### src/rtl/cwsf_pkg.sv
// shared types and constants of the convolution window shift feeder
`timescale 1ns / 1ps
`default_nettype none

package cwsf_pkg;

  // row geometry
  localparam int ROW_ELEMENTS = 8;
  localparam int ELEMENT_BITS = 8;
  localparam int STRIDE_LEN   = 2 * ROW_ELEMENTS;
  localparam int ROW_BITS     = ROW_ELEMENTS * ELEMENT_BITS;
  localparam int IDX_BITS     = $clog2(ROW_ELEMENTS);
  localparam int POS_BITS     = 3;
  localparam int KERNEL_BITS  = 3;

  // kernels up to this width take the fill element from the row end
  localparam logic [KERNEL_BITS-1:0] SMALL_KERNEL_MAX = KERNEL_BITS'(3);

  // stream widths
  localparam int IN_FIELD_BITS  = KERNEL_BITS + ROW_BITS;
  localparam int IN_TDATA_BITS  = ((IN_FIELD_BITS + 7) / 8) * 8;
  localparam int OUT_TDATA_BITS = ROW_BITS;
  localparam int IN_TUSER_BITS  = 2;
  localparam int OUT_TUSER_BITS = 2;

  typedef logic [ELEMENT_BITS-1:0] elem_t;

  // one input request
  typedef struct packed {
    logic                   in_valid;
    logic [KERNEL_BITS-1:0] kernel_size;
    logic                   stride_mode;
    logic                   row_last;
    logic [ROW_BITS-1:0]    data_row;
  } in_item_t;

  // one result request
  typedef struct packed {
    logic                out_valid;
    logic                out_almost_last;
    logic                out_last;
    logic [ROW_BITS-1:0] out_row;
  } res_item_t;

endpackage

`default_nettype wire

### src/rtl/cwsf_in_stage.sv
// input register stage of the feeder
`timescale 1ns / 1ps
`default_nettype none

module cwsf_in_stage import cwsf_pkg::*; (
  input  wire logic     clk_i,
  input  wire logic     rst_ni,
  input  wire logic     up_valid_i,
  output logic          up_ready_o,
  input  wire in_item_t up_item_i,
  output logic          down_valid_o,
  input  wire logic     down_ready_i,
  output in_item_t      down_item_o
);

  logic     valid_q, valid_d;
  in_item_t item_q;

  // take a new request when empty or when the held one moves on
  assign up_ready_o = !valid_q || down_ready_i;

  always_comb begin
    valid_d = valid_q;
    if (up_ready_o) begin
      valid_d = up_valid_i;
    end
  end

  always_ff @(posedge clk_i or negedge rst_ni) begin
    if (!rst_ni) begin
      valid_q <= 1'b0;
    end else begin
      valid_q <= valid_d;
    end
  end

  // payload holds while stalled
  always_ff @(posedge clk_i) begin
    if (up_ready_o && up_valid_i) begin
      item_q <= up_item_i;
    end
  end

  assign down_valid_o = valid_q;
  assign down_item_o  = item_q;

endmodule

`default_nettype wire

### src/rtl/cwsf_window_core.sv
// window state and the single pass row logic
`timescale 1ns / 1ps
`default_nettype none

module cwsf_window_core import cwsf_pkg::*; (
  input  wire logic     clk_i,
  input  wire logic     rst_ni,
  input  wire logic     fire_i,
  input  wire in_item_t item_i,
  output res_item_t     res_o
);

  localparam logic [IDX_BITS-1:0] LAST_IDX = IDX_BITS'(ROW_ELEMENTS - 1);

  elem_t               shift_q  [ROW_ELEMENTS];
  elem_t               shift_d  [ROW_ELEMENTS];
  elem_t               stride_q [STRIDE_LEN];
  elem_t               stride_d [STRIDE_LEN];
  elem_t               stride_n [STRIDE_LEN];
  elem_t               data_el  [ROW_ELEMENTS];
  logic [POS_BITS-1:0] pos_q, pos_d;
  logic                active_q, active_d;

  logic [KERNEL_BITS-1:0] k_eff;
  logic                   busy;
  logic [IDX_BITS-1:0]    pos_lim;
  logic [IDX_BITS:0]      small_sum;
  logic [IDX_BITS-1:0]    small_src;
  logic [IDX_BITS-1:0]    fill_src;
  logic                   almost;
  logic                   last;
  logic [ROW_BITS-1:0]    row_out;

  // unpack the input row
  always_comb begin
    for (int i = 0; i < ROW_ELEMENTS; i++) begin
      data_el[i] = item_i.data_row[i*ELEMENT_BITS +: ELEMENT_BITS];
    end
  end

  // kernel, activity and fill source
  always_comb begin
    k_eff     = (item_i.kernel_size == '0) ? KERNEL_BITS'(1) : item_i.kernel_size;
    busy      = active_q || item_i.in_valid;
    pos_lim   = ({1'b0, pos_q} > {1'b0, LAST_IDX}) ? LAST_IDX : IDX_BITS'(pos_q);
    small_sum = (IDX_BITS + 1)'(ROW_ELEMENTS - 2) + (IDX_BITS + 1)'(pos_q);
    small_src = (small_sum > {1'b0, LAST_IDX}) ? LAST_IDX : small_sum[IDX_BITS-1:0];
    fill_src  = (k_eff > SMALL_KERNEL_MAX) ? pos_lim : small_src;
  end

  // shifted row: load on the first position, else shift in one element
  always_comb begin
    if (pos_q == '0) begin
      for (int i = 0; i < ROW_ELEMENTS; i++) begin
        shift_d[i] = data_el[i];
      end
    end else begin
      for (int i = 0; i < ROW_ELEMENTS - 1; i++) begin
        shift_d[i] = shift_q[i+1];
      end
      shift_d[ROW_ELEMENTS-1] = data_el[fill_src];
    end
  end

  // interleaved stride buffer
  always_comb begin
    if (pos_q <= POS_BITS'(1)) begin
      for (int i = 0; i < ROW_ELEMENTS; i++) begin
        stride_n[2*i]   = shift_d[i];
        stride_n[2*i+1] = data_el[i];
      end
    end else begin
      for (int i = 0; i < STRIDE_LEN - 1; i++) begin
        stride_n[i] = stride_q[i+1];
      end
      stride_n[STRIDE_LEN-1] = data_el[pos_lim];
    end
    for (int i = 0; i < STRIDE_LEN; i++) begin
      if (item_i.row_last) begin
        stride_d[i] = '0;
      end else if (item_i.stride_mode) begin
        stride_d[i] = stride_n[i];
      end else begin
        stride_d[i] = stride_q[i];
      end
    end
  end

  // window flags and position
  always_comb begin
    almost = (k_eff >= KERNEL_BITS'(2)) && (pos_q == POS_BITS'(k_eff - KERNEL_BITS'(2)));
    last   = (pos_q == POS_BITS'(k_eff - KERNEL_BITS'(1)));
    if (last) begin
      pos_d    = '0;
      active_d = 1'b0;
    end else begin
      pos_d    = pos_q + POS_BITS'(1);
      active_d = 1'b1;
    end
  end

  // result row, zero on an idle request
  always_comb begin
    for (int i = 0; i < ROW_ELEMENTS; i++) begin
      row_out[i*ELEMENT_BITS +: ELEMENT_BITS] =
        item_i.stride_mode ? stride_n[2*i] : shift_d[i];
    end
    res_o.out_valid       = busy;
    res_o.out_almost_last = busy && almost;
    res_o.out_last        = busy && last;
    res_o.out_row         = busy ? row_out : '0;
  end

  // state update on every non idle request
  always_ff @(posedge clk_i or negedge rst_ni) begin
    if (!rst_ni) begin
      for (int i = 0; i < ROW_ELEMENTS; i++) begin
        shift_q[i] <= '0;
      end
      for (int i = 0; i < STRIDE_LEN; i++) begin
        stride_q[i] <= '0;
      end
      pos_q    <= '0;
      active_q <= 1'b0;
    end else if (fire_i && busy) begin
      shift_q  <= shift_d;
      stride_q <= stride_d;
      pos_q    <= pos_d;
      active_q <= active_d;
    end
  end

  // a window end returns to the idle position
  assert property (@(posedge clk_i) disable iff (!rst_ni)
    fire_i && res_o.out_last |=> (pos_q == '0) && !active_q)
    else $error("window end did not clear position");

  // an idle request leaves the window state alone
  assert property (@(posedge clk_i) disable iff (!rst_ni)
    fire_i && !res_o.out_valid |=> $stable(pos_q) && $stable(active_q))
    else $error("idle request changed window state");

  // a closed window always sits at its first position
  assert property (@(posedge clk_i) disable iff (!rst_ni)
    !active_q |-> (pos_q == '0))
    else $error("closed window away from first position");

  // flags only come with a valid row
  assert property (@(posedge clk_i) disable iff (!rst_ni)
    (res_o.out_last || res_o.out_almost_last) |-> res_o.out_valid)
    else $error("flag without valid row");

endmodule

`default_nettype wire

### src/rtl/cwsf_out_stage.sv
// result register stage of the feeder
`timescale 1ns / 1ps
`default_nettype none

module cwsf_out_stage import cwsf_pkg::*; (
  input  wire logic      clk_i,
  input  wire logic      rst_ni,
  input  wire logic      up_valid_i,
  output logic           up_ready_o,
  input  wire res_item_t up_res_i,
  output logic           down_valid_o,
  input  wire logic      down_ready_i,
  output res_item_t      down_res_o
);

  logic      valid_q, valid_d;
  res_item_t res_q;

  // free when empty or when the held result is taken
  assign up_ready_o = !valid_q || down_ready_i;

  always_comb begin
    valid_d = valid_q;
    if (up_ready_o) begin
      valid_d = up_valid_i;
    end
  end

  always_ff @(posedge clk_i or negedge rst_ni) begin
    if (!rst_ni) begin
      valid_q <= 1'b0;
    end else begin
      valid_q <= valid_d;
    end
  end

  always_ff @(posedge clk_i) begin
    if (up_ready_o && up_valid_i) begin
      res_q <= up_res_i;
    end
  end

  assign down_valid_o = valid_q;
  assign down_res_o   = res_q;

endmodule

`default_nettype wire

### src/rtl/conv_window_shift_feeder.sv
// top level of the convolution window shift feeder
`timescale 1ns / 1ps
`default_nettype none

// Takes one request per cycle when the output is not stalled and returns
// exactly one result request for each, in order. A request goes into an
// input register, the window logic (shifted row, interleaved stride
// buffer, kernel position) turns it into a result in one pass, and the
// result lands in an output register; the window state loop sets the
// rate of one request per cycle. An idle request (no open window,
// in_valid low) returns an all zero result.
// Input tdata carries kernel_size then data_row, tuser carries in_valid and
// stride_mode, tlast carries row_last. Output tdata carries out_row, tuser
// carries out_valid and out_almost_last, tlast carries out_last.
module conv_window_shift_feeder import cwsf_pkg::*; (
  input  wire logic                      clk_i,
  input  wire logic                      rst_ni,
  input  wire logic                      s_axis_tvalid_i,
  output logic                           s_axis_tready_o,
  // kernel_size [2:0], data_row [66:3], zero fill above
  input  wire logic [IN_TDATA_BITS-1:0]  s_axis_tdata_i,
  // in_valid [0], stride_mode [1]
  input  wire logic [IN_TUSER_BITS-1:0]  s_axis_tuser_i,
  input  wire logic                      s_axis_tlast_i,
  output logic                           m_axis_tvalid_o,
  input  wire logic                      m_axis_tready_i,
  // out_row [63:0]
  output logic [OUT_TDATA_BITS-1:0]      m_axis_tdata_o,
  // out_valid [0], out_almost_last [1]
  output logic [OUT_TUSER_BITS-1:0]      m_axis_tuser_o,
  output logic                           m_axis_tlast_o
);

  in_item_t  in_item;
  in_item_t  held_item;
  res_item_t core_res;
  res_item_t out_res;
  logic      held_valid;
  logic      out_ready;

  // unpack the stream request
  always_comb begin
    in_item.in_valid    = s_axis_tuser_i[0];
    in_item.stride_mode = s_axis_tuser_i[1];
    in_item.row_last    = s_axis_tlast_i;
    in_item.kernel_size = s_axis_tdata_i[KERNEL_BITS-1:0];
    in_item.data_row    = s_axis_tdata_i[KERNEL_BITS +: ROW_BITS];
  end

  cwsf_in_stage u_in_stage (
    .clk_i        (clk_i),
    .rst_ni       (rst_ni),
    .up_valid_i   (s_axis_tvalid_i),
    .up_ready_o   (s_axis_tready_o),
    .up_item_i    (in_item),
    .down_valid_o (held_valid),
    .down_ready_i (out_ready),
    .down_item_o  (held_item)
  );

  cwsf_window_core u_core (
    .clk_i  (clk_i),
    .rst_ni (rst_ni),
    .fire_i (held_valid && out_ready),
    .item_i (held_item),
    .res_o  (core_res)
  );

  cwsf_out_stage u_out_stage (
    .clk_i        (clk_i),
    .rst_ni       (rst_ni),
    .up_valid_i   (held_valid),
    .up_ready_o   (out_ready),
    .up_res_i     (core_res),
    .down_valid_o (m_axis_tvalid_o),
    .down_ready_i (m_axis_tready_i),
    .down_res_o   (out_res)
  );

  // pack the result request
  assign m_axis_tdata_o = out_res.out_row;
  assign m_axis_tuser_o = {out_res.out_almost_last, out_res.out_valid};
  assign m_axis_tlast_o = out_res.out_last;

endmodule

`default_nettype wire
### config.mk
export PLATFORM = sky130hd
export DESIGN_NAME = conv_window_shift_feeder
export DESIGN_NICKNAME = d
export VERILOG_FILES = /design/src/rtl/cwsf_pkg.sv /design/src/rtl/cwsf_in_stage.sv /design/src/rtl/cwsf_window_core.sv /design/src/rtl/cwsf_out_stage.sv /design/src/rtl/conv_window_shift_feeder.sv
export SDC_FILE = /design/constraint.sdc
export NUM_CORES = 1
export LEC_CHECK = 0
export BUFFER_PORTS_ARGS = -buffer_cell sky130_fd_sc_hd__buf_4
export CAP_MARGIN = 20
export CORE_MARGIN = 5
export CORE_UTILIZATION = 26
export DETAILED_ROUTE_END_ITERATION = 12
export GPL_TIMING_DRIVEN = 0
export PLACE_DENSITY = 0.48
export SLEW_MARGIN = 25
export SYNTH_ARGS = -nofsm -noshare
export SYNTH_HDL_FRONTEND = slang
export SYNTH_SLANG_ARGS = --single-unit
### constraint.sdc
create_clock -name clk_i -period 4.6 [get_ports clk_i]
set_clock_uncertainty 0.15 [all_clocks]
set_input_delay 0.46 -clock clk_i [delete_from_list [all_inputs] [get_ports clk_i]]
set_output_delay 0.46 -clock clk_i [all_outputs]
set_load 0.01 [all_outputs]
After elaboration in Yosys (flattened, before gate mapping)
Cells that the tools add are included.
Word-level totals
  register bits after elaboration: 319
  logic and storage cells: 115
  input port bits: 79
Operators by class
  $add $sub $neg: 4
  muxes and demuxes: 51
  bitwise operators: 2
  eq/ne operators: 2
  $lt $le $gt $ge: 6
  reductions and logical operators: 15
Operator list (number)
  $mux W8: 42
  $mux W128: 1
  $mux W64: 1
  $bmux W8 S3: 2
  $mux W3: 4
  $ge A4 B4 Y1 const B: 2
  $not A3 Y4: 2
  $eq A3 B3 Y1: 2
  $logic_and A1 B1 Y1: 6
  $logic_not A3 Y1: 2
  $add A3 B3 Y4 const A: 1
  $gt A4 B3 Y1 const B: 1
  $add A3 B1 Y3 const B: 1
  $ge A3 B2 Y1 const B: 1
  $gt A3 B2 Y1 const B: 1
  $le A3 B1 Y1 const B: 1
  $logic_or A1 B1 Y1: 3
  $sub A3 B1 Y3 const B: 1
  $sub A3 B2 Y3 const B: 1
  $logic_not A1 Y1: 2
  $reduce_and A2 Y1: 1
  $reduce_bool A2 Y1: 1
  $mux W1: 1

Logic depth before layout (Yosys ltp)
Gate-level depths: netlist (run 1).
  depth after elaboration: 12
  gate-level depth with buffers: 11
  gate-level depth less buffers: 7

Cells and area by module
A second synthesis (run 1) with hierarchy kept.
Second synthesis, totals
  cells, all modules: 1381
  area total of the unflattened synthesis: 14973.1 um2
By module, submodules not included
  cwsf_window_core: cells an instance 1235, area an instance 10745.3 um2, times used 1
  cwsf_in_stage: cells an instance 74, area an instance 2155.8 um2, times used 1
  cwsf_out_stage: cells an instance 71, area an instance 2065.7 um2, times used 1
  conv_window_shift_feeder: cells an instance 1, area an instance 6.3 um2, times used 1

Worst setup path before layout (run 1)
No wires, ideal clock.
  kind: input -> register
  start point: input port m_axis_tready_i
  end point: register u_core.stride_q[10] (netlist bit)
  library setup time: 0.124 ns
  stages on the path: 6
  path slack: 1.007 ns
  buffers on the path: 1
  arrival time: 3.319 ns
  data required time: 4.326 ns
  cell sequence: nand2b_1 -> and2_1 -> nand2_1 -> buf_2 -> a22o_1 -> a211o_1
On the way
  cells in the longest elaborated chain, start to end: 4
RTL lines
  start: declaration: RTL line conv_window_shift_feeder.sv:26  | input wire logic m_axis_tready_i,
  $logic_or A1 B1 Y1: RTL line cwsf_out_stage.sv:20  | assign up_ready_o = !valid_q || down_ready_i;
  $logic_and A1 B1 Y1: RTL line conv_window_shift_feeder.sv:64  | .fire_i (held_valid && out_ready),
  named net u_core.fire_i: RTL line cwsf_window_core.sv:8  | input wire logic fire_i,
  $logic_and A1 B1 Y1: RTL line cwsf_window_core.sv:125  | end else if (fire_i && busy) begin
  $reduce_and A2 Y1 (no source line)
  end signal: assignment: RTL line cwsf_window_core.sv:127  | stride_q <= stride_d;
  end: declaration: RTL line cwsf_window_core.sv:17  | elem_t stride_q [STRIDE_LEN];
The timed path passes the listed nets, and every way through them passes these cells.
A chain may end at the register's enable or synchronous reset.

Final worst setup path (run 1)
  start point: register u_core.pos_q[0] (netlist: u_core.pos_lim[0])
  end point: register u_out_stage.res_q, in the netlist u_out_stage.down_res_o[3] (data pin)
On the way
  cells in the longest elaborated chain, start to end: 4
  elaborated cells on any way between the ends: 5
RTL lines
  start: declaration: RTL line cwsf_window_core.sv:21  | logic [POS_BITS-1:0] pos_q, pos_d;
  start signal: assignment: RTL line cwsf_window_core.sv:128  | pos_q <= pos_d;
  branches (longest 3 deep; another with $le A3 B1 Y1)
  $mux W8 *: RTL line cwsf_window_core.sv:106  | item_i.stride_mode ? stride_n[2*i] : shift_d[i];
  end signal: assignment: RTL line cwsf_out_stage.sv:39  | res_q <= up_res_i;
  end: declaration: RTL line cwsf_out_stage.sv:17  | res_item_t res_q;
Every way passes the cells marked *.

==> flow_summary.html, run 1 <==
<table>
<tr><th>Metric</th><th>Value</th></tr>
<tr><th colspan="2">Layout</th></tr>
<tr><td>Fill cell count</td><td>5719</td></tr>
<tr><td>Number of nets in the finished design</td><td>1700</td></tr>
<tr><td>Final non-filler cell area</td><td>between 15000 and 20000 sq um</td></tr>
<tr><td>Multi-input gate area</td><td>5450 sq um</td></tr>
<tr><td>Area growth from synthesis to final layout</td><td>28.1%</td></tr>
<tr><td>Ratio of cells with drive above 1 in the final layout</td><td>17.1%</td></tr>
<tr><td>Cell Count, Final, Fillers Out</td><td>about 2400</td></tr>
<tr><td>Combined flip-flop and latch cell area</td><td>8670 sq um</td></tr>
<tr><td>Antenna diodes</td><td>0</td></tr>
<tr><th colspan="2">Worst setup path</th></tr>
<tr><td>Kind of start point of the critical path</td><td>flip-flop</td></tr>
<tr><td>Timing startpoint of the critical path</td><td>u_core.pos_lim[0]</td></tr>
<tr><td>Data arrival time of the critical path</td><td>3.62 ns</td></tr>
<tr><td>Kind of critical path</td><td>reg -&gt; reg</td></tr>
<tr><td>Critical path fanouts, max</td><td>10</td></tr>
<tr><td>Depth of the worst register-to-register path</td><td>10</td></tr>
<tr><td>Worst Setup End Kind</td><td>flip-flop</td></tr>
<tr><td>Launching point of the worst reg2reg path</td><td>u_core.pos_lim[0]</td></tr>
<tr><td>Worst-case register-to-register setup slack</td><td>1.19 ns</td></tr>
<tr><td>Req. time, crit path</td><td>4.81 ns</td></tr>
<tr><th colspan="2">Pwr</th></tr>
<tr><td>Proportion of power drawn by flip-flops and latches</td><td>35.2%</td></tr>
<tr><td>Part of the total power dissipated in the clock network</td><td>24.6%</td></tr>
<tr><td>Power per unit of standard cell area</td><td>673 nW/um^2</td></tr>
<tr><td>Power after layout</td><td>between 10000 and 15000 uW</td></tr>
<tr><td>Fraction of power consumed by combinational cells</td><td>roughly two fifths</td></tr>
<tr><td>Switching Fraction</td><td>39.6%</td></tr>
<tr><td>Sw power</td><td>5000 uW</td></tr>
<tr><td>Leak Pwr</td><td>0.00782 uW</td></tr>
<tr><td>Max IR drop VDD</td><td>0.277 mV</td></tr>
<tr><td>Internal power contribution</td><td>7620 uW</td></tr>
<tr><th colspan="2">Routing</th></tr>
<tr><td>Number of antenna-violating nets in the routed design</td><td>0</td></tr>
<tr><td>Total number of vias</td><td>11800</td></tr>
<tr><td>Drt first pass iters</td><td>6</td></tr>
<tr><td>Residual DRC count</td><td>0</td></tr>
<tr><td>Violation count after the first detailed-routing iteration</td><td>1292</td></tr>
<tr><td>Average via count per standard cell</td><td>4.92</td></tr>
<tr><td>Average wire length per cell after detail routing</td><td>22.2 um</td></tr>
<tr><td>Final Routed Wirelength</td><td>around 53 mm</td></tr>
<tr><th colspan="2">Clock tree</th></tr>
<tr><td>H-tree levels</td><td>2</td></tr>
<tr><td>Longest Clk Path Bufs</td><td>3</td></tr>
<tr><td>CTS Buf Count</td><td>39</td></tr>
<tr><td>Count of clock tree sinks</td><td>319</td></tr>
<tr><td>Post-cts resize count</td><td>0</td></tr>
<tr><td>Later-pin clock latency in the skew report</td><td>0.57 ns</td></tr>
<tr><td>Clock transition time at the flip-flop clock pins of the worst setup and hold paths</td><td>roughly 0.060 ns</td></tr>
<tr><td>TritonCTS clock tree</td><td>yes</td></tr>
<tr><td>Buffer cell driving the clock tree root</td><td>sky130_fd_sc_hd__clkbuf_16</td></tr>
<tr><th colspan="2">Timing</th></tr>
<tr><td>Share of the cycle needed by the critical path after routing</td><td>between 70 and 80%</td></tr>
<tr><td>Peak Freq</td><td>293 MHz</td></tr>
<tr><td>Number of max-slew violations in the final report</td><td>0</td></tr>
<tr><td>Final-layout worst hold slack</td><td>0.0627 ns</td></tr>
<tr><td>Final setup fails</td><td>0</td></tr>
<tr><td>Worst slew pin tran</td><td>roughly 0.83 ns</td></tr>
<tr><td>Final hold violations</td><td>0</td></tr>
<tr><td>Post-route setup slack</td><td>1.19 ns</td></tr>
<tr><td>Unrepaired setup endpoints after global routing</td><td>false</td></tr>
<tr><td>Relative slew margins</td><td>44.7%</td></tr>
<tr><td>Shortest period the worst path allows</td><td>between 3 and 4 ns</td></tr>
<tr><th colspan="2">Yosys</th></tr>
<tr><td>Synth top area cells</td><td>sky130_fd_sc_hd__dfrtp_1 (31%), sky130_fd_sc_hd__edfxtp_1 (28%), sky130_fd_sc_hd__mux2i_1 (7.6%)</td></tr>
<tr><td>Async S/R FF share, synth</td><td>57.1%</td></tr>
<tr><td>Count of distinct cell types in the synthesized netlist</td><td>54</td></tr>
<tr><td>Flip-flop cell with the highest count after synthesis</td><td>sky130_fd_sc_hd__dfrtp_1</td></tr>
<tr><td>Synth top area share</td><td>a little under a third</td></tr>
<tr><td>Number of flops mapped to enable cells by yosys</td><td>137</td></tr>
<tr><td>Number of warnings printed during yosys synthesis</td><td>0</td></tr>
<tr><td>Post-Synthesis Mean Instance Area</td><td>10.8 sq um</td></tr>
<tr><td>Cell type contributing the most total cell area after synthesis</td><td>sky130_fd_sc_hd__dfrtp_1</td></tr>
<tr><td>Synthesized instance count</td><td>1357</td></tr>
<tr><td>Proportion of synthesized chip area in sequential cells</td><td>59.2%</td></tr>
<tr><td>Combined area of all synthesized cells</td><td>14600 sq um</td></tr>
<tr><td>Total of flip-flops plus latches after synthesis</td><td>319</td></tr>
<tr><td>Net count of the mapped netlist</td><td>roughly 1400</td></tr>
<tr><th colspan="2">Min path</th></tr>
<tr><td>Hold Startpoint</td><td>m_axis_tready_i</td></tr>
<tr><td>Number of stages on the worst hold path</td><td>3</td></tr>
<tr><td>Kind of path behind the tightest hold check</td><td>in -&gt; reg</td></tr>
<tr><th colspan="2">Global route</th></tr>
<tr><td>Global-route wire length before repair</td><td>79.4 mm</td></tr>
<tr><td>Largest net degree at the start of global routing</td><td>72</td></tr>
<tr><td>Total track usage</td><td>17.3%</td></tr>
<tr><td>Number of global-route vias before repair</td><td>12000</td></tr>
<tr><td>Initial antenna violation count</td><td>1</td></tr>
<tr><td>GRT Residual Overflow</td><td>0</td></tr>
<tr><th colspan="2">Run status</th></tr>
<tr><td>Result of the run</td><td>finished, final reports clean</td></tr>
<tr><th colspan="2">Placed design</th></tr>
<tr><td>HPWL after DPL</td><td>between 30 and 40 mm</td></tr>
<tr><td>Placed inst area</td><td>16800 sq um</td></tr>
<tr><td>Place WS</td><td>1.26 ns</td></tr>
<tr><td>Number of placed instances with taps included</td><td>roughly 2300</td></tr>
<tr><td>Total of buffers placed on input and output ports</td><td>142</td></tr>
<tr><td>Gpl congestion</td><td>roughly 0.9</td></tr>
<tr><th colspan="2">Floorplan</th></tr>
<tr><td>Die footprint</td><td>between 60000 and 70000 sq um</td></tr>
<tr><td>Total I/O pin count</td><td>148</td></tr>
<tr><td>Starting utilization of the core area</td><td>26.1%</td></tr>
<tr><td>Number of core rows</td><td>87</td></tr>
<tr><td>Height of the chip</td><td>247 um</td></tr>
<tr><td>Horizontal extent of the die</td><td>247 um</td></tr>
<tr><td>Placeable core area</td><td>56100 sq um</td></tr>
<tr><th colspan="2">Job</th></tr>
<tr><td>MaxCap Viol Count</td><td>0</td></tr>
</table>
==> through the flow <==
stage                     setup TNS, ns  utilization (%)
after floorplan                       0                -
after global placement           -76.35             29.7
after detailed placement              0             29.9
after CTS                             0             33.4
after global routing                  0             33.4
final                                 0             33.4
==> worst paths after layout <==
kind                                             endpoint
worst min-delay path             u_out_stage.down_valid_o
worst max register to register  u_out_stage.down_res_o[3]
min in group asynchronous             u_core.stride_q[47]
worst max-delay path            u_out_stage.down_res_o[3]
max in group asynchronous            u_core.stride_q[101]
worst min register to register        u_core.stride_q[62]
==> worst max-delay path, cell delays in order (launching register included) <==
cell	delay (ns)
sky130_fd_sc_hd__dfrtp_1	0.50
sky130_fd_sc_hd__buf_6	0.22
sky130_fd_sc_hd__buf_4	0.19
sky130_fd_sc_hd__inv_1	0.12
sky130_fd_sc_hd__ha_1	0.26
sky130_fd_sc_hd__nor2b_1	0.15
sky130_fd_sc_hd__buf_2	0.26
sky130_fd_sc_hd__buf_2	0.32
sky130_fd_sc_hd__clkbuf_1	0.56
sky130_fd_sc_hd__nand2_1	0.12
sky130_fd_sc_hd__a311oi_1	0.33
==> what timing repair did <==
action / in CTS / in global routing
setup endpoints to repair: 0 / 0
hold endpoints to repair: 123 / 0
buffers inserted: 0 / 0
hold buffers: 72 / 0
==> synthesized netlist by cell type, drive strengths merged, types with 12 or more instances <==
cell and n:
o22ai 20, mux2i 111, o21ai 163, nor2 138, nand2b 12, a211oi 48, buf 59, nand2 207
mux2 17, a21oi 68, dfrtp 182, edfxtp 137, a22o 15, clkbuf 48
==> state kept, by name, indices dropped and copies added (netlist names) <==
register	flops
u_core.pos_lim	3
u_out_stage.down_valid_o	1
u_core.stride_q	120
u_in_stage.down_valid_o	1
u_out_stage.down_res_o	67
u_core.active_q	1
u_in_stage.down_item_o	70
u_core.shift_q	56
==> area by class of cell <==
type / count / share of cell area [%]
tap: 756 / 5.05
clock inverter: 14 / 0.968
inverter: 10 / 0.200
timing repair buffer: 218 / 10.1
buffer: 107 / 2.59
multi-input combinational: 921 / 29.1
sequential: 319 / 46.2
clock buffer: 56 / 5.77
==> power groups by stage <==
stage	Sequential, uW	Combinational, uW	Clock, uW
2_1_floorplan	4370	3090	0
5_1_grt	4530	5500	3310
6_report	4440	5080	3100
3_3_place_gp	4480	4950	0
3_5_place_dp	4490	4990	0
4_1_cts	4440	5070	3200
==> routing by layer <==
layer	GRT usage [%]	vias up	wire length [um]	part of all wire, %
li1	-	5396	-	-
met1	24.0	5929	24300	46
met2	28.1	398	25100	47
met3	2.58	77	2660	5.0
met4	5.03	2	1230	2.3
met5	0	-	13	0.024
==> cell families (layout without fill, tap and decap cells) <==
group,Yosys count,count (layout),synth area share (%)
xor gates and xnor gates,6,6,0.359
adders and majority gates,5,5,0.427
and+or+nand+nor,402,402,11.4
muxes,129,129,9.16
DFF,319,319,59.2
buffers and inverters,117,405,3.57
AOI/OAI and AO/OA,379,379,15.9
==> placed cells by master (no fill, tap or decap), types with 3 or more instances in the layout <==
cell,count
sky130_fd_sc_hd__a211o_1,7
sky130_fd_sc_hd__a211oi_1,48
sky130_fd_sc_hd__a21o_1,7
sky130_fd_sc_hd__a21oi_1,67
sky130_fd_sc_hd__a222oi_1,8
sky130_fd_sc_hd__a22o_1,15
sky130_fd_sc_hd__a22oi_1,8
sky130_fd_sc_hd__a311oi_1,8
sky130_fd_sc_hd__buf_1,6
sky130_fd_sc_hd__buf_16,3
sky130_fd_sc_hd__buf_2,48
sky130_fd_sc_hd__buf_4,145
sky130_fd_sc_hd__bufinv_16,4
sky130_fd_sc_hd__clkbuf_1,61
sky130_fd_sc_hd__clkbuf_16,40
sky130_fd_sc_hd__clkinv_1,3
sky130_fd_sc_hd__clkinv_2,5
sky130_fd_sc_hd__dfrtp_1,182
sky130_fd_sc_hd__dlygate4sd3_1,72
sky130_fd_sc_hd__edfxtp_1,137
sky130_fd_sc_hd__ha_1,5
sky130_fd_sc_hd__inv_1,8
sky130_fd_sc_hd__mux2_2,13
sky130_fd_sc_hd__mux2_4,4
sky130_fd_sc_hd__mux2i_1,111
sky130_fd_sc_hd__nand2_1,207
sky130_fd_sc_hd__nand2b_1,12
sky130_fd_sc_hd__nand4_1,8
sky130_fd_sc_hd__nor2_1,137
sky130_fd_sc_hd__nor2b_1,4
sky130_fd_sc_hd__nor3_1,7
sky130_fd_sc_hd__nor3b_1,8
sky130_fd_sc_hd__o211ai_1,7
sky130_fd_sc_hd__o21a_1,7
sky130_fd_sc_hd__o21ai_0,162
sky130_fd_sc_hd__o22a_1,7
sky130_fd_sc_hd__o22ai_1,20
sky130_fd_sc_hd__or3_1,7
sky130_fd_sc_hd__xnor2_1,3
sky130_fd_sc_hd__xor2_1,3
(Power assumes the default switching activity.)
==> run 2, diff against run 1 <==
--- a/config.mk
+++ b/config.mk
@@ -5,6 +5,7 @@
 export SDC_FILE = /design/constraint.sdc
 export NUM_CORES = 1
 export LEC_CHECK = 0
+export ABC_AREA = 1
 export BUFFER_PORTS_ARGS = -buffer_cell sky130_fd_sc_hd__buf_4
 export CAP_MARGIN = 20
 export CORE_MARGIN = 5
==> constraint.sdc (replaced) <==
create_clock -name clk_i -period 3.2 [get_ports clk_i]
set_clock_uncertainty 0.15 [all_clocks]
set_input_delay 0.32 -clock clk_i [delete_from_list [all_inputs] [get_ports clk_i]]
set_output_delay 0.32 -clock clk_i [all_outputs]
set_load 0.01 [all_outputs]
==> run 2 against run 1 <==
Net effect:
- final cell count is 11% higher
- area after synthesis is 1.9% higher
- register-to-register slack worse by 1.0 ns
- clock power is 48% higher
- critical path type unchanged
- largest cell class unchanged
==> flow_summary.html, run 2 <==
<table>
<tr><th>Metric</th><th>Value</th></tr>
<tr><th colspan="2">Routing</th></tr>
<tr><td>Number of antenna-violating nets in the routed design</td><td>0 (unchanged)</td></tr>
<tr><td>Average via count per standard cell</td><td>4.86 (was 4.92)</td></tr>
<tr><td>Wire length on met2</td><td>26.8 mm (was 25.1 mm)</td></tr>
<tr><td>Drt first pass iters</td><td>5 (was 6)</td></tr>
<tr><td>Met3 WL post-DR</td><td>3.62 mm (was 2.66 mm)</td></tr>
<tr><td>Total number of vias</td><td>13000 (was 11800)</td></tr>
<tr><td>Average wire length per cell after detail routing</td><td>21.5 um (was 22.2 um)</td></tr>
<tr><td>Violation count after the first detailed-routing iteration</td><td>1061 (was 1292)</td></tr>
<tr><td>Final Routed Wirelength</td><td>57.4 mm (was 53.3 mm)</td></tr>
<tr><td>Max Used Layer</td><td>met4 (was met5)</td></tr>
<tr><td>Residual DRC count</td><td>0 (unchanged)</td></tr>
<tr><td>Met1 routed wirelength after detailed routing</td><td>25.2 mm (was 24.3 mm)</td></tr>
<tr><th colspan="2">Floorplan</th></tr>
<tr><td>Number of core rows</td><td>87 (unchanged)</td></tr>
<tr><td>Height of the chip</td><td>250 um (was 247 um)</td></tr>
<tr><td>Placeable core area</td><td>56600 sq um (was 56100 sq um)</td></tr>
<tr><td>Die footprint</td><td>62300 sq um (was 61100 sq um)</td></tr>
<tr><td>Total I/O pin count</td><td>148 (unchanged)</td></tr>
<tr><td>Horizontal extent of the die</td><td>250 um (was 247 um)</td></tr>
<tr><td>Starting utilization of the core area</td><td>26.4% (was 26.1%)</td></tr>
<tr><th colspan="2">Timing</th></tr>
<tr><td>Final hold violations</td><td>0 (unchanged)</td></tr>
<tr><td>Shortest period the worst path allows</td><td>3.04 ns (was 3.41 ns)</td></tr>
<tr><td>Final setup fails</td><td>0 (unchanged)</td></tr>
<tr><td>Share of the cycle needed by the critical path after routing</td><td>94.9% (was 74.2%)</td></tr>
<tr><td>Unrepaired setup endpoints after global routing</td><td>false (unchanged)</td></tr>
<tr><td>Number of max-slew violations in the final report</td><td>0 (unchanged)</td></tr>
<tr><td>Relative slew margins</td><td>34.4% (was 44.7%)</td></tr>
<tr><td>Peak Freq</td><td>329 MHz (was 293 MHz)</td></tr>
<tr><td>Worst slew pin tran</td><td>0.984 ns (was 0.830 ns)</td></tr>
<tr><td>Setup TNS</td><td>0 ns (unchanged)</td></tr>
<tr><th colspan="2">Worst setup path</th></tr>
<tr><td>Worst Setup End Kind</td><td>flip-flop (unchanged)</td></tr>
<tr><td>Req. time, crit path</td><td>3.39 ns (was 4.81 ns)</td></tr>
<tr><td>Launching point of the worst reg2reg path</td><td>u_core.pos_lim[0] (unchanged)</td></tr>
<tr><td>Data arrival time of the critical path</td><td>3.22 ns (was 3.62 ns)</td></tr>
<tr><td>Timing startpoint of the critical path</td><td>u_core.pos_lim[0] (unchanged)</td></tr>
<tr><td>Kind of critical path</td><td>reg -&gt; reg (unchanged)</td></tr>
<tr><td>Kind of start point of the critical path</td><td>flip-flop (unchanged)</td></tr>
<tr><td>Critical path fanouts, max</td><td>10 (unchanged)</td></tr>
<tr><th colspan="2">Global route</th></tr>
<tr><td>GRT Residual Overflow</td><td>0 (unchanged)</td></tr>
<tr><td>Largest net degree at the start of global routing</td><td>86 (was 72)</td></tr>
<tr><td>Initial antenna violation count</td><td>0 (was 1)</td></tr>
<tr><td>Number of global-route vias before repair</td><td>12900 (was 12000)</td></tr>
<tr><td>Global-route wire length before repair</td><td>84.6 mm (was 79.4 mm)</td></tr>
<tr><td>Total track usage</td><td>17.9% (was 17.3%)</td></tr>
<tr><th colspan="2">Layout</th></tr>
<tr><td>Ratio of cells with drive above 1 in the final layout</td><td>15.8% (was 17.1%)</td></tr>
<tr><td>Most common cell after layout, fill and taps aside</td><td>sky130_fd_sc_hd__nand2_1 (unchanged)</td></tr>
<tr><td>Flip-flop count of the largest register after layout</td><td>120 (unchanged)</td></tr>
<tr><td>Highest-count cells in the layout ignoring fill and taps</td><td>sky130_fd_sc_hd__nand2_1 (424), sky130_fd_sc_hd__o21ai_0 (272), sky130_fd_sc_hd__dfrtp_1 (182) (was sky130_fd_sc_hd__nand2_1 (207), sky130_fd_sc_hd__dfrtp_1 (182), sky130_fd_sc_hd__o21ai_0 (162))</td></tr>
<tr><td>Fill cell count</td><td>5901 (was 5719)</td></tr>
<tr><td>Final core occ</td><td>33.7% (was 33.4%)</td></tr>
<tr><td>Area growth from synthesis to final layout</td><td>28.0% (was 28.1%)</td></tr>
<tr><td>Antenna diodes</td><td>0 (unchanged)</td></tr>
<tr><td>Largest register by flop count</td><td>u_core.stride_q (unchanged)</td></tr>
<tr><td>Number of nets in the finished design</td><td>1962 (was 1700)</td></tr>
<tr><th colspan="2">Yosys</th></tr>
<tr><td>Synth top area cells</td><td>sky130_fd_sc_hd__dfrtp_1 (31%), sky130_fd_sc_hd__edfxtp_1 (28%), sky130_fd_sc_hd__nand2_1 (11%) (was sky130_fd_sc_hd__dfrtp_1 (31%), sky130_fd_sc_hd__edfxtp_1 (28%), sky130_fd_sc_hd__mux2i_1 (7.6%))</td></tr>
<tr><td>Number of flops mapped to enable cells by yosys</td><td>137 (unchanged)</td></tr>
<tr><td>Flip-flop cell with the highest count after synthesis</td><td>sky130_fd_sc_hd__dfrtp_1 (unchanged)</td></tr>
<tr><td>Cell type contributing the most total cell area after synthesis</td><td>sky130_fd_sc_hd__dfrtp_1 (unchanged)</td></tr>
<tr><td>Synth top area share</td><td>30.5% (was 31.1%)</td></tr>
<tr><td>Net count of the mapped netlist</td><td>1701 (was 1441)</td></tr>
<tr><td>Most frequent cells after synthesis</td><td>sky130_fd_sc_hd__nand2_1 (424), sky130_fd_sc_hd__o21ai_0 (272), sky130_fd_sc_hd__dfrtp_1 (182), sky130_fd_sc_hd__edfxtp_1 (137), sky130_fd_sc_hd__inv_1 (135) (was sky130_fd_sc_hd__nand2_1 (207), sky130_fd_sc_hd__dfrtp_1 (182), sky130_fd_sc_hd__o21ai_0 (162), sky130_fd_sc_hd__edfxtp_1 (137), sky130_fd_sc_hd__nor2_1 (137))</td></tr>
<tr><td>Number of warnings printed during yosys synthesis</td><td>0 (unchanged)</td></tr>
<tr><td>Async S/R FF share, synth</td><td>57.1% (unchanged)</td></tr>
<tr><td>Synthesized instance count</td><td>1617 (was 1357)</td></tr>
<tr><td>Total of flip-flops plus latches after synthesis</td><td>319 (unchanged)</td></tr>
<tr><td>Count of distinct cell types in the synthesized netlist</td><td>39 (was 54)</td></tr>
<tr><td>Proportion of synthesized chip area in sequential cells</td><td>58.1% (was 59.2%)</td></tr>
<tr><td>Combined area of all synthesized cells</td><td>14900 sq um (was 14600 sq um)</td></tr>
<tr><td>Cell with the most instances after synthesis</td><td>sky130_fd_sc_hd__nand2_1 (unchanged)</td></tr>
<tr><td>Post-Synthesis Mean Instance Area</td><td>9.23 sq um (was 10.8 sq um)</td></tr>
<tr><th colspan="2">Clock tree</th></tr>
<tr><td>Later-pin clock latency in the skew report</td><td>0.56 ns (was 0.57 ns)</td></tr>
<tr><td>H-tree levels</td><td>2 (unchanged)</td></tr>
<tr><td>Longest Clk Path Bufs</td><td>3 (unchanged)</td></tr>
<tr><td>Count of clock tree sinks</td><td>319 (unchanged)</td></tr>
<tr><td>Buffer cell driving the clock tree root</td><td>sky130_fd_sc_hd__clkbuf_16 (unchanged)</td></tr>
<tr><td>CTS Buf Count</td><td>40 (was 39)</td></tr>
<tr><td>TritonCTS clock tree</td><td>yes (unchanged)</td></tr>
<tr><td>Clock transition time at the flip-flop clock pins of the worst setup and hold paths</td><td>0.06 ns (about the same)</td></tr>
<tr><th colspan="2">Run status</th></tr>
<tr><td>Result of the run</td><td>finished, final reports clean (unchanged)</td></tr>
<tr><th colspan="2">Pwr</th></tr>
<tr><td>Max IR drop VDD</td><td>0.440 mV (was 0.277 mV)</td></tr>
<tr><td>Power per unit of standard cell area</td><td>1060 nW/um^2 (was 673 nW/um^2)</td></tr>
<tr><td>Leak Pwr</td><td>0.00845 uW (was 0.00782 uW)</td></tr>
<tr><th colspan="2">Placed design</th></tr>
<tr><td>Total of buffers placed on input and output ports</td><td>142 (unchanged)</td></tr>
<tr><td>HPWL after DPL</td><td>42.7 mm (was 38.5 mm)</td></tr>
<tr><td>Gpl congestion</td><td>0.917 (was 0.896)</td></tr>
<tr><th colspan="2">Job</th></tr>
<tr><td>MaxCap Viol Count</td><td>0 (unchanged)</td></tr>
<tr><th colspan="2">Min path</th></tr>
<tr><td>Kind of path behind the tightest hold check</td><td>in -&gt; async (was in -&gt; reg)</td></tr>
</table>
==> run 2: metrics by stage <==
stage | setup WS [ns] | hold slack, ns | instance area, sq um | power, uW | cells
finish | 0.164 | 0.0904 | 19100 | 20200 | 2666
global route | 0.0515 | 0.133 | 19100 | 21500 | 2666
CTS | 0.139 | 0.0954 | 19100 | 20300 | 2666
detailed placement | 0.135 | 0.0987 | 17000 | 15600 | 2519
global placement | -0.247 | 0.308 | 16900 | 15500 | 2515
floorplan | 0.564 | -0.126 | 14900 | 11900 | 1617
==> run 2: layout make-up <==
| type | instances | area [sq um] | share of cell area (%) |
|---|---|---|---|
| buffer | 113 | 611 | 3.20 |
| clock buffer | 56 | 1140 | 5.98 |
| clock inverter | 18 | 185 | 0.969 |
| inverter | 142 | 543 | 2.84 |
| multi-input combinational | 1043 | 5110 | 26.7 |
| sequential | 319 | 8670 | 45.4 |
| tap | 756 | 946 | 4.95 |
| timing repair buffer | 219 | 1900 | 9.94 |
==> run 2: final timing paths <==
path / to / slack, ns / cells past startpoint
worst min-delay path: u_core.shift_q[11] / 0.09 / 2
worst max-delay path: u_out_stage.down_res_o[6] / 0.16 / 10
worst min register to register: u_core.stride_q[10] / 0.33 / 2
worst max register to register: u_out_stage.down_res_o[6] / 0.16 / 10
min in group clk_i: u_in_stage.down_item_o[36] / 0.32 / 2
max in group asynchronous: u_core.stride_q[108] / 1.69 / 4
==> run 2: timing repair <==
item                                    4_1_cts  5_1_grt
endpoints found under the setup margin        0        1
resized for setup                             0        1
hold buffers                                 73        0
buffers inserted                              0        0
endpoints found under the hold margin       197        0
==> run 2: worst max-delay path, stage by stage, from the launching register on <==
cell and delay, ns:
sky130_fd_sc_hd__dfrtp_1 0.39, sky130_fd_sc_hd__buf_2 0.17, sky130_fd_sc_hd__inv_2 0.19, sky130_fd_sc_hd__buf_2 0.27, sky130_fd_sc_hd__ha_1 0.29, sky130_fd_sc_hd__nand2_8 0.13, sky130_fd_sc_hd__inv_4 0.17, sky130_fd_sc_hd__buf_2 0.28
sky130_fd_sc_hd__clkbuf_4 0.32, sky130_fd_sc_hd__nand2_1 0.09, sky130_fd_sc_hd__a311oi_1 0.35
==> run 2: per-layer routing <==
| metal | vias up | track usage (%) |
|---|---|---|
| met5 | - | 0 |
| met4 | 0 | 6.21 |
| met3 | 93 | 3.12 |
| met2 | 496 | 29.1 |
| met1 | 6370 | 24.1 |
| li1 | 6008 | - |
==> run 2: where the power goes <==
part           switching [uW]  total (uW)  internal (uW)
clock network            1840        4590           2750
registers                 813        6790           5970
logic                    6030        8870           2840
==> run 2: cell families after synthesis <==
group / count (synthesis) / share of synthesized area, %
xor+xnor: 3 / 0.176
simple gates: 539 / 15.1
compound gates: 482 / 17.6
buf+inv: 255 / 7.68
mux: 14 / 0.939
flops: 319 / 58.1
fa+ha+maj: 5 / 0.419
